`config.mk`:
```
export PLATFORM = sky130hd
export DESIGN_NAME = emp_ram
export DESIGN_NICKNAME = d
export VERILOG_FILES = /design/src/sv/expert_major_pair_bucketing_top_assert.svh /design/src/sv/emp_ram.sv
export SDC_FILE = /design/constraint.sdc
export NUM_CORES = 1
export LEC_CHECK = 0
export ABC_AREA = 1
export BUFFER_PORTS_ARGS = -buffer_cell sky130_fd_sc_hd__buf_4
export CORE_MARGIN = 2
export CORE_UTILIZATION = 63
export DETAILED_ROUTE_END_ITERATION = 12
export GPL_TIMING_DRIVEN = 0
export HOLD_SLACK_MARGIN = 0.12
export PLACE_DENSITY = 0.8
export SKIP_CTS_REPAIR_TIMING = 1
export SLEW_MARGIN = 5
export SYNTH_ARGS = -nofsm -noshare
export SYNTH_HDL_FRONTEND = slang
export SYNTH_SLANG_ARGS = --single-unit
export TNS_END_PERCENT = 1
```
`constraint.sdc`:
```
create_clock -name clk_i -period 3 [get_ports clk_i]
set_input_delay 0.75 -clock clk_i [delete_from_list [all_inputs] [get_ports clk_i]]
set_output_delay 0.75 -clock clk_i [all_outputs]
set_load 0.02 [all_outputs]
```
`src/sv/expert_major_pair_bucketing_top_assert.svh`:
```
// assertion macros for the pair bucketing block
// used by expert_major_pair_bucketing_top, no other dependencies
`ifndef EXPERT_MAJOR_PAIR_BUCKETING_TOP_ASSERT_SVH
`define EXPERT_MAJOR_PAIR_BUCKETING_TOP_ASSERT_SVH

// same-cycle implication
`define EMP_ASSERT_IMP(lbl, clk, rst_n, ante, cons, msg) \
  lbl: assert property (@(posedge clk) disable iff (!rst_n) (ante) |-> (cons)) \
    else $error(msg);

// next-cycle implication
`define EMP_ASSERT_NXT(lbl, clk, rst_n, ante, cons, msg) \
  lbl: assert property (@(posedge clk) disable iff (!rst_n) (ante) |=> (cons)) \
    else $error(msg);

`endif

```
`src/sv/emp_ram.sv`:
```
// generic single-write, single-read ram with registered read data
// no dependencies
`timescale 1ns / 1ps
module emp_ram #(
  parameter int Width = 8,
  parameter int Depth = 64
) (
  input  logic                     clk_i,
  input  logic                     we_i,
  input  logic [$clog2(Depth)-1:0] waddr_i,
  input  logic [Width-1:0]         wdata_i,
  input  logic [$clog2(Depth)-1:0] raddr_i,
  output logic [Width-1:0]         rdata_o
);

  logic [Width-1:0] mem [Depth];
  logic [Width-1:0] rdata_q;

  always_ff @(posedge clk_i) begin
    if (we_i) begin
      mem[waddr_i] <= wdata_i;
    end
    rdata_q <= mem[raddr_i];
  end

  assign rdata_o = rdata_q;

endmodule

```
Yosys cells after proc, flatten, opt, wreduce, memory -nomap -nowiden

Memory sizes are Yosys's and may differ from the RTL's. A register that Yosys moved wholly into a read port is not among the register bits.
Index checks and enable logic that the tools add are counted.

Bits in writable memories: 512
Bits in registers: 0
Memories kept: 1
Input port bits: 22
Logic and storage cells: 3
Output and inout bits: 8

Memories:

| memory | words | width | read ports | clocked after memory_dff | write ports | line          | RTL |
|---|---|---|---|---|---|---|---|
| mem    | 64    | 8     | 1          | 1                        | 1           | emp_ram.sv:16 | `logic [Width-1:0] mem [Depth];` |

Mux-type cells: 2

Operators by type and width:

| kind             | number |
|---|---|
| 1-bit 2-to-1 mux | 2 |

Depth between registers and ports, before layout

Word-level depth: 2
Depth in mapped cells: 12
Depth with buffers taken out: 9

Worst setup path after synthesis

No wires, ideal clock.

Kind: input to register
Start: input port we_i
End: memory mem[48][0] (enable)
Path buffers: 1
Stages: 3
Setup slack: 484 ps
Required time: 2605 ps
Setup time: 395 ps
Arrival: 2121 ps
Cell sequence: clkbuf_1 -> nand4_1 -> nor4_1

Longest elaborated chain between the ends: 2

Ends and longest elaborated chain:

| element                                | line          | RTL |
|---|---|---|
| start, declared                        | emp_ram.sv:9  | `input logic we_i,` |
| 1-bit 2-to-1 mux                       | emp_ram.sv:20 | `if (we_i) begin` |
| 1-bit 2-to-1 mux (not written as such) | emp_ram.sv:21 | `mem[waddr_i] <= wdata_i;` |
| end, declared                          | emp_ram.sv:16 |  |

Every way passes these cells.

Worst setup path in the final report

Start: input port waddr_i[0]
End: memory mem[26][5] (enable)

RTL lines:

| element         | line          | RTL |
|---|---|---|
| start, declared | emp_ram.sv:10 | `input logic [$clog2(Depth)-1:0] waddr_i,` |

No word-level cell before the write port.

==> flow_metrics.py <==
metrics = {
    "setup_path": {
        "reg2reg_slack_ns": 1.53,
        "critPathKind": "in2reg",
        "crit_buf_inv": 2,
        "worst_r2r_path_depth": 8,
        "endpoint_kind": "flop",
        "path_max_fanout": 9,
        "crit_family": "simple AND/OR/NAND/NOR gates",
        "reg2reg_to": "rdata_o[5]",
        "slowest_delay_ns": 0.99,
        "setup.worst_path.start_class": "primary input",
        "arrival_ns": 2.89,
        "cpMaxStageDelayCell": "nor2_1",
        "crit_required_ns": 3.17,
        "worstPathCellList": "clkbuf_1 > inv_1 > nand4_1 > nor2_1",
        "r2r-start": "mem[51][5]",
    },
    "timing": {
        "finalHoldViolCount": 0,
        "min_period_over_period": 0.9058,
        "relSlewSlack": 0.3178,
        "finalSetupTns_ns": 0,
        "max_slew.worst_pin.slew_ns": 1.020,
        "rsz0062_at_grt": "false",
        "clock-skew-final_ns": 0.01070,
        "fin_crit_ns": 2.717,
        "setup_viol": 0,
        "max_freq_ghz": 0.3680,
        "slew_violations": 0,
        "layout_setup_ws_ns": 0.2826,
    },
    "synthesis": {
        "ys_ff_latch": 520,
        "syn_nets": 1827,
        "synth_compound_area_frac": 0,
        "synth_top_family_by_area": "simple AND/OR/NAND/NOR gates",
        "synthMuxAreaShare": 0,
        "synthSimpleGateAreaFrac": 0.2318,
        "synth.avg_cell_area_um2": 11.82,
        "synth_area_leader_cell": "edfxtp_1",
        "synth_warnings": 0,
        "ys_seq_area_frac": 0.7280,
        "synthAdderAreaFrac": 0,
        "yosys-top-cells-area": "edfxtp_1, nand2_1, nand3_1",
        "synth_cell_types": 16,
        "synthesis.area_um2": 21340,
        "yosys.area.top_type_share": 0.7205,
        "synthXorXnorAreaFrac": 0,
        "synthCells": 1805,
    },
    "cells_and_area": {
        "multi_input_area_um2": 4996,
        "drive_above_1_share": 0.09932,
        "fin_nets": 1907,
        "fin_area_um2": 23650,
        "n_antenna_cell": 0,
        "syn_to_final_growth_pct": 10.81,
        "layout_commonest_cell": "nand2_1",
        "nFillCells": 2244,
        "regArea_um2": 15530,
        "most-common-layout-cells": "nand2_1, edfxtp_1, nand3_1, nor2_1, clkbuf_16",
    },
    "clock_tree": {
        "clkTransAtPathRegs_ns": 0.06,
        "clock_latency_ns": 0.56,
        "cts_root_buffer": "clkbuf_16",
        "cts_buffer_depth": 3,
        "cts_tree": "yes",
        "cts.htree.levels": 2,
        "cts.sinks": 520,
        "cts_made_buffers": 50,
    },
    "floorplanning": {
        "io_pins": 30,
        "start_util": 0.6380,
        "die_y_um": 188.0,
        "dieArea_um2": 35360,
        "die_w_um": 188.0,
        "core_area_um2": 33450,
        "rows": 67,
    },
    "drt": {
        "vias": 14920,
        "first_pass_iters": 8,
        "ant_nets": 0,
        "wire_per_inst_um": 24.51,
        "drt_iter0_drc": 2722,
        "routed_via_density": 6.292,
        "drc": 0,
        "totalWireLength_um": 58120,
    },
    "power_and_ir_drop": {
        "pwr-share-clk": 0.386,
        "switching_share": 0.2253,
        "p_leak_nw": 8.587,
        "power.density_nw_per_um2": 629.7,
        "seqPwrFrac": 0.541,
        "netSwitchingPower_w": 0.003355,
        "p_int_w": 0.01153,
        "peakVddDrop_v": 0.0004723,
        "pwr-share-comb": 0.073,
    },
    "run": {
        "maxCapViolCount": 0,
    },
    "grt": {
        "grt_pass1_vias": 14190,
        "grt_antenna_before_repair": 0,
        "grt_pass1_wl_um": 86710,
        "grt_use_total": 0.3355,
        "grt_max_degree": 65,
        "overflow": 0,
    },
    "min_path": {
        "hold-path-endpoint": "rdata_o[3]",
        "min_path_type": "in2reg",
        "holdPathStages": 3,
        "min-delay-start": "raddr_i[5]",
    },
    "placed_design": {
        "place.gp.congestion": 0.9710,
        "hpwl_um": 37880,
        "placedInstanceArea_um2": 22160,
        "io_buffers": 21,
        "post-place-ws_ns": -0.1115,
    },
    "run_status": {
        "status": "complete, no violations",
    },
}
## registers in the layout, summed over array words and instances, names as in the netlist
| register | flops |
|---|---|
| mem | 512 |
| rdata_o | 8 |
## area by class of cell
cell class,count,area share
Buffer,113,0.03418
Clock buffer,66,0.05815
Clock inverter,24,0.004657
Inverter,12,0.002117
Multi-Input combinational cell,1160,0.2113
Sequential cell,520,0.6570
Tap cell,448,0.02371
Timing Repair Buffer,28,0.008890
## worst min-delay path: stages
cell      delay (ns)
clkbuf_1        0.21
nand3_1         0.15
nand2_1         0.08
## kinds of logic (layout without fill, tap and decap cells)
group	after synthesis	after routing
buf+inv	125	243
flops	520	520
simple gates	1160	1160
## stage by stage
stage | instances | total power (W) | utilization | hold slack (ns)
2_1_floorplan | 1805 | 0.008791 | - | 0.7217
3_3_place_gp | 2274 | 0.009226 | 0.6594 | 0.8473
3_5_place_dp | 2281 | 0.009256 | 0.6625 | 0.8500
4_1_cts | 2371 | 0.01486 | 0.7069 | 0.6828
5_1_grt | 2371 | 0.01523 | 0.7069 | 0.7424
6_report | 2371 | 0.01489 | 0.7069 | 0.7170
## power by group through the flow
| stage | Combinational (W) | Clock (W) | Sequential [W] |
|---|---|---|---|
| final | 0.00109 | 0.00574 | 0.00806 |
| after global routing | 0.00116 | 0.00602 | 0.00806 |
| after global placement | 0.00102 | 0 | 0.00821 |
| after floorplan | 0.000565 | 0 | 0.00823 |
| after CTS | 0.00105 | 0.00575 | 0.00806 |
| after detailed placement | 0.00104 | 0 | 0.00821 |
## metal layers
metal	up-vias	track usage	wire, um
li1	6517	-	-
met1	7040	0.4724	20690
met5	-	0	0
met3	180	0.07543	8580
met2	1182	0.5162	26330
met4	0	0.1333	2506
## synth_stat cells, drive strengths merged
| cell | instances |
|---|---|
| nand2 | 648 |
| edfxtp | 512 |
| nand3 | 439 |
| buf | 98 |
| nor2 | 56 |
| clkbuf | 15 |
| inv | 12 |
| nand4 | 9 |
| dfxtp | 8 |
| nor4 | 8 |
## worst max path at each step
stage          startpoint          to  slack (ns)  cells past startpoint
2_1_floorplan        we_i  mem[48][0]        0.48                      3
3_3_place_gp   waddr_i[3]  mem[54][2]       -0.32                      4
3_5_place_dp   waddr_i[0]  mem[26][2]       -0.11                      4
4_1_cts        waddr_i[0]  mem[26][5]        0.46                      4
5_1_grt        waddr_i[0]  mem[30][7]        0.31                      4
6_report       waddr_i[0]  mem[26][5]        0.28                      4
No activity file was read; power rests on OpenSTA's default activity.
