**src/sv/expert_major_pair_bucketing_top_assert.svh**
```systemverilog
// assertion macros for the pair bucketing block
// used by expert_major_pair_bucketing_top, no other dependencies
`ifndef EXPERT_MAJOR_PAIR_BUCKETING_TOP_ASSERT_SVH
`define EXPERT_MAJOR_PAIR_BUCKETING_TOP_ASSERT_SVH

// same-cycle implication
`define EMP_ASSERT_IMP(lbl, clk, rst_n, ante, cons, msg) \
  lbl: assert property (@(posedge clk) disable iff (!rst_n) (ante) |-> (cons)) \
    else $error(msg);

// next-cycle implication
`define EMP_ASSERT_NXT(lbl, clk, rst_n, ante, cons, msg) \
  lbl: assert property (@(posedge clk) disable iff (!rst_n) (ante) |=> (cons)) \
    else $error(msg);

`endif

```
**src/sv/emp_pkg.sv**
```systemverilog
// shared types and constants of the pair bucketing block
// no dependencies
`timescale 1ns / 1ps
package emp_pkg;

  localparam int MAX_PAIRS   = 64;
  localparam int MAX_EXPERTS = 256;

  localparam logic [2:0] REG_EXPERT_COUNT    = 3'd0;
  localparam logic [2:0] REG_EXPERTS_PER_ROW = 3'd1;
  localparam logic [2:0] REG_ROW_COUNT       = 3'd2;
  localparam logic [2:0] REG_WIDTH_MASK      = 3'd3;
  localparam logic [2:0] REG_TC_MINIMUM      = 3'd4;

  localparam logic [1:0] ST_OK   = 2'd0;
  localparam logic [1:0] ST_CFG  = 2'd1;
  localparam logic [1:0] ST_PAIR = 2'd2;

  typedef struct packed {
    logic [8:0]  n_experts;
    logic [8:0]  per_row;
    logic [5:0]  n_rows;
    logic [62:0] width_mask;
    logic [5:0]  tc_minimum;
    logic [14:0] pair_total;
    logic        valid;
  } cfg_t;

endpackage

```
**src/sv/emp_cfg.sv**
```systemverilog
// apb register file and configuration check
// depends on emp_pkg
`timescale 1ns / 1ps
module emp_cfg (
  input  logic          clk_i,
  input  logic          rst_ni,
  input  logic          psel,
  input  logic          penable,
  input  logic          pwrite,
  input  logic [5:0]    paddr,
  input  logic [63:0]   pwdata,
  output logic [63:0]   prdata,
  output logic          pready,
  output emp_pkg::cfg_t cfg_o
);
  import emp_pkg::*;

  logic [8:0]  ec_q, epr_q;
  logic [5:0]  rc_q, tcm_q;
  logic [62:0] wm_q;
  logic        wr;
  logic [2:0]  idx;
  logic [14:0] total;
  logic [63:0] wm_ext;
  logic        ok;

  assign pready = 1'b1;
  assign wr     = psel && penable && pwrite && pready;
  assign idx    = paddr[5:3];

  always_ff @(posedge clk_i or negedge rst_ni) begin
    if (!rst_ni) begin
      ec_q  <= 9'd1;
      epr_q <= 9'd1;
      rc_q  <= 6'd1;
      wm_q  <= 63'd2;
      tcm_q <= 6'd0;
    end else if (wr) begin
      case (idx)
        REG_EXPERT_COUNT:    ec_q  <= pwdata[8:0];
        REG_EXPERTS_PER_ROW: epr_q <= pwdata[8:0];
        REG_ROW_COUNT:       rc_q  <= pwdata[5:0];
        REG_WIDTH_MASK:      wm_q  <= pwdata[62:0];
        REG_TC_MINIMUM:      tcm_q <= pwdata[5:0];
        default: ;
      endcase
    end
  end

  always_comb begin
    case (idx)
      REG_EXPERT_COUNT:    prdata = {55'd0, ec_q};
      REG_EXPERTS_PER_ROW: prdata = {55'd0, epr_q};
      REG_ROW_COUNT:       prdata = {58'd0, rc_q};
      REG_WIDTH_MASK:      prdata = {1'b0, wm_q};
      REG_TC_MINIMUM:      prdata = {58'd0, tcm_q};
      default:             prdata = '0;
    endcase
  end

  assign total  = {9'd0, rc_q} * {6'd0, epr_q};
  assign wm_ext = {1'b0, wm_q};

  always_comb begin
    ok = 1'b1;
    if (ec_q == 9'd0 || ec_q > 9'(MAX_EXPERTS)) ok = 1'b0;
    if (epr_q == 9'd0 || epr_q > ec_q) ok = 1'b0;
    if (rc_q == 6'd0 || rc_q == 6'd63) ok = 1'b0;
    if (!wm_q[1] || wm_q[0]) ok = 1'b0;
    if (!wm_ext[rc_q]) ok = 1'b0;
    if (tcm_q != 6'd0 && (tcm_q == 6'd63 || !wm_ext[tcm_q])) ok = 1'b0;
    if (total > 15'(MAX_PAIRS)) ok = 1'b0;
  end

  assign cfg_o = '{n_experts: ec_q, per_row: epr_q, n_rows: rc_q,
                   width_mask: wm_q, tc_minimum: tcm_q, pair_total: total, valid: ok};

endmodule

```
**config.mk**
```make
export PLATFORM = sky130hd
export DESIGN_NAME = emp_cfg
export DESIGN_NICKNAME = d
export VERILOG_FILES = /design/src/sv/expert_major_pair_bucketing_top_assert.svh /design/src/sv/emp_pkg.sv /design/src/sv/emp_cfg.sv
export SDC_FILE = /design/constraint.sdc
export NUM_CORES = 1
export LEC_CHECK = 0
export ABC_AREA = 1
export BUFFER_PORTS_ARGS = -buffer_cell sky130_fd_sc_hd__buf_4
export CAP_MARGIN = 0
export CORE_UTILIZATION = 52
export DETAILED_ROUTE_END_ITERATION = 12
export PLACE_DENSITY = 0.82
export REMOVE_ABC_BUFFERS = 1
export SYNTH_ARGS = -nofsm -noshare
export SYNTH_HDL_FRONTEND = slang
export SYNTH_SLANG_ARGS = --single-unit
```
**constraint.sdc**
```tcl
create_clock -name clk_i -period 6.7 [get_ports clk_i]
set_input_delay 1.34 -clock clk_i [delete_from_list [all_inputs] [get_ports clk_i]]
set_output_delay 1.34 -clock clk_i [all_outputs]
set_load 0.02 [all_outputs]
```
**Yosys cells after proc, flatten, opt, wreduce, memory -nomap -nowiden**

Cells that the tools add are included.

- Multiplexer cells: 12
- Equal/unequal tests: 6
- $lt $le $gt $ge: 5
- Reduce and logical (&&, ||, !) cells: 20
- Bitwise gates (word level): 0
- Add/sub/neg operators: 0
- Divide/modulo/power cells: 0
- Multipliers: 1
- Shifts and indexed selects: 0

Operators by type and width:

| kind | number |
|---|---|
| 63-bit one-hot mux with 5 select lines | 1 |
| 9-bit logical NOT | 2 |
| 15-bit by 7-bit > comparator with 1-bit output, second input constant | 1 |
| 6-bit by 9-bit multiplier with 15-bit output | 1 |
| 6-bit by 7-bit < comparator with 1-bit output, second input constant | 2 |
| 1-bit binary-select mux with 6-bit select | 2 |
| 6-bit == test, second input constant | 2 |
| 2-bit AND reduction | 5 |
| 9-bit > comparator | 1 |
| 9-bit > comparator, second input constant | 1 |
| 1-bit 2-to-1 mux | 9 |
| 3-bit by 2-bit == test with 1-bit output, second input constant | 2 |
| 6-bit logical NOT | 1 |
| 6-bit nonzero test | 1 |
| 1-bit logical OR | 5 |
| 3-bit by 1-bit == test with 1-bit output, second input constant | 1 |
| 3-bit == test, second input constant | 1 |
| 1-bit logical AND | 3 |
| 3-bit logical NOT | 1 |
| 1-bit logical NOT | 2 |

- Input bits: 75
- Output and inout port bits: 174
- Latch bits: 0
- Memories kept: 0
- Logic and storage cells: 49
- ROM bits: 0
- RAM bits: 0
- Register bits after elaboration: 93

**Longest topological paths before layout**

- Depth in word-level cells: 9
- Gate-level depth with buffers: 25
- Gate-level depth less buffers: 21

**Least setup slack after synthesis**

No wires, ideal clock.

- Path type: register -> output
- Start point: register rc_q[0]
- End point: output cfg_o[0] (netlist bit)
- Stages on the path, launching flop included: 23
- Arrival time: 4.475 ns
- Path buffers: 4
- Path slack: 0.885 ns
- Data required time: 5.360 ns
- Path through: dfstp_2 buf_2 clkbuf_1 clkbuf_1 nand2_1 inv_1 fa_1 fa_1 inv_1 fa_1 inv_1 ha_1 a21oi_1 nor2_1 nor2_1 nand2_1 nand2_1 nand2_1 xor2_1 nor2_1 nand3_1 nor2_1 buf_4

RTL lines:

| item | line | RTL |
|---|---|---|
| start, declared | emp_cfg.sv:19 | `logic [5:0] rc_q, tcm_q;` |
| start signal, assigned | emp_cfg.sv:42 | `REG_ROW_COUNT: rc_q <= pwdata[5:0];` |
| end, declared | emp_cfg.sv:14 | `output emp_pkg::cfg_t cfg_o` |

==> metrics.txt <==
status=completed; met2 wire len=between 10 and 15 mm; largest net degree at the start of global routing=81; area share of the largest cell type after synthesis=between 20% and 30%; cts bufs inserted=9; Sink Count=93; Synth Area per Inst=7.01 sq um; Worst Max-Slew Pin Slew=slightly above 1000 ps; setup bufs post-CTS=0; I/O pins=between 200 and 250; Final ANT Viol Nets=0; routed via count=about 8000; filler cell count=approximately 1200; min-delay worst type=flop to flop; die area=about 15000 sq um; Hold Fails Final Rpt=0; CTS resizes=0; Via-to-Cell Ratio=~5.5; Post-synth top cells=182 x inv_1, 180 x nand2_1, 149 x nor2_1; post-DP HPWL=17.1 mm; worst vdd ir=approximately 0.00018 V; CP startpoint=rc_q[3]; critical path endpoint category=output pin; Max H-tree Level=3; layout cell share with drive strength beyond 1=between 20% and 30%; Hold WS=slightly above 500 ps; core footprint=between 10000 and 15000 sq um; cell with the most instances after synthesis=inv_1; Critical Path RT=around 5400 ps; Setup TNS=0 ps; maxcap violations=0; dominant synthesized flop cell=dfrtp_1; DIE WIDTH=123 um; wirelength, routed=roughly 23 mm; clock buffer depth=2; Seq cells post-synth=93; EDFF count, synth=0; count of input and output buffers=242; Worst-Skew Late Latency=between 300 and 400 ps; Synth area leaders=dfrtp_1 29%, inv_1 9.0%, nand2_1 8.9%; Crit Path Class=flop to output pin; # setup viols final=0; CP Launch Type=flop; fin crit share=around nine tenths; Multi-input gate area=around 4200 sq um; Initial Utilization=roughly 54%; max-slew violations=0; final layout net count=~1400; CTS tree=built; Initial DRC Count=between 700 and 800; Setup crit end=cfg_o[0]; routed len/inst=between 15 and 20 um; GRT Util Overall=about a third; Die Height=between 100 and 150 um; CTS Hold Bufs=0; met1 wire length=~9.4 mm; min Tclk post-route=between 6000 and 7000 ps; FF-to-FF setup slack=5360 ps; first-pass GRT wire length=around 37 mm; Total Power=roughly 2.7 mW; Post-Synthesis Cell Area=~7600 sq um; vias in the first global route=between 7000 and 8000; maximum clock frequency=~160 MHz; Cell Pwr Density=roughly 280 nW/um^2; depth of the most critical reg-to-reg path=3; Post-Syn Instances=1079; clock skew=0 ps; clock-pin slew on the worst setup and hold paths=70 ps; Critical Path Fanout Max=19; gr ovfl total=0; row cnt=43; normalized max-slew margin=31.5%; initial antenna violation count=0; Root Buffer=clkbuf_16; FF-to-FF Start=rc_q[0]; R2R Path End=rc_q[0]; top sig layer=met4; Async SR Flop Fraction=100%; layout overhead on the synthesized area=27.3%; met3 WL post-DR=between 1.5 and 2 mm; FF/Latch Area=approximately 2300 sq um; n_diodes=0; Yosys cell types=37; sequential area share after synthesis=a little under a third; Arrival @ worst endpoint=4810 ps; post-route DRC violation count=0; GPL Wtd Cong=roughly 0.88; RSZ-0062 raised after global routing=false; area leader, netlist=dfrtp_1; P_leak=5.40 nW; yosys warns=0; drt first pass iters=5
## per-stage QoR
| stage | setup WS, ps | cell area (sq um) | cells | utilization (%) |
|---|---|---|---|---|
| finish | 548 | 9620 | 1457 | 68.5 |
| global route | 293 | 9620 | 1457 | 68.5 |
| CTS | 558 | 9620 | 1457 | 68.5 |
| detailed placement | 932 | 9320 | 1441 | 66.3 |
| global placement | 1090 | 9320 | 1441 | 66.3 |
| floorplan | 1060 | 7220 | 1012 | - |
## cells by family (layout without fill, tap and decap cells)
group	Yosys count	after routing	share of synthesized area, %
AND/OR/NAND/NOR	427	427	23.5
buffers and inverters	253	451	13.8
AO/OA/AOI/OAI	239	239	18.4
flip-flops	93	93	30.8
adder cells (fa/ha/maj)	61	61	13.0
XOR/XNOR	4	4	0.463
other	2	2	0.0993
## registers in the layout, indices dropped and copies added (netlist names)
signal / cells
rc_q: 6
ec_q: 9
epr_q: 9
tcm_q: 6
wm_q: 63
## worst min path at each step
| stage | end | depth (start not counted) | startpoint | slack (ps) |
|---|---|---|---|---|
| after global routing | wm_q[1] | 2 | wm_q[1] | 550 |
| after detailed placement | wm_q[1] | 2 | wm_q[1] | 500 |
| after floorplan | wm_q[1] | 2 | wm_q[1] | 530 |
| after global placement | wm_q[1] | 2 | wm_q[1] | 490 |
| final | wm_q[1] | 2 | wm_q[1] | 520 |
| after CTS | wm_q[1] | 2 | wm_q[1] | 510 |
## layer usage
layer  up-vias  global-route usage [%]
li1       3799                       -
met1      3752                    42.0
met2       423                    51.6
met3        56                    5.72
met4         0                    12.6
met5         -                       0
## worst max-delay path, stage by stage, from the launching register on
cell and delay, ps:
dfrtp_1 820, nand2_1 110, inv_1 90, fa_1 450, fa_1 580, inv_1 70, fa_1 530, inv_1 40
ha_1 330, or2_2 330, nand3_1 110, nand2_1 80, nand3_1 100, nand3b_1 90, nand2_1 100, nand3_1 80
nor2_1 90, nand3_1 130, nor2_1 150, buf_4 180
## area by class of cell
class,count,share of cell area (%)
timing repair buffer,249,19.4
inverter,186,7.25
tap,180,2.34
clock buffer,11,2.52
sequential,93,24.2
clock inverter,5,0.676
multi-input combinational,733,43.6
## power breakdown
part	switching, mW	internal [mW]
clock	0.227	0.304
sequential	0.170	0.668
combinational	0.811	0.510
total	1.21	1.48
## cells in the final DEF (no fill, tap or decap), drive strengths merged, types with 29 or more instances in the layout
cell type  synthesis  final
a21oi            117    117
buf               38    249
dfrtp             89     89
fa                29     29
ha                32     32
inv              184    186
nand2            182    182
nand3             80     80
nor2             149    149
o21ai            106    106
No activity file was read; power rests on OpenSTA's default activity.
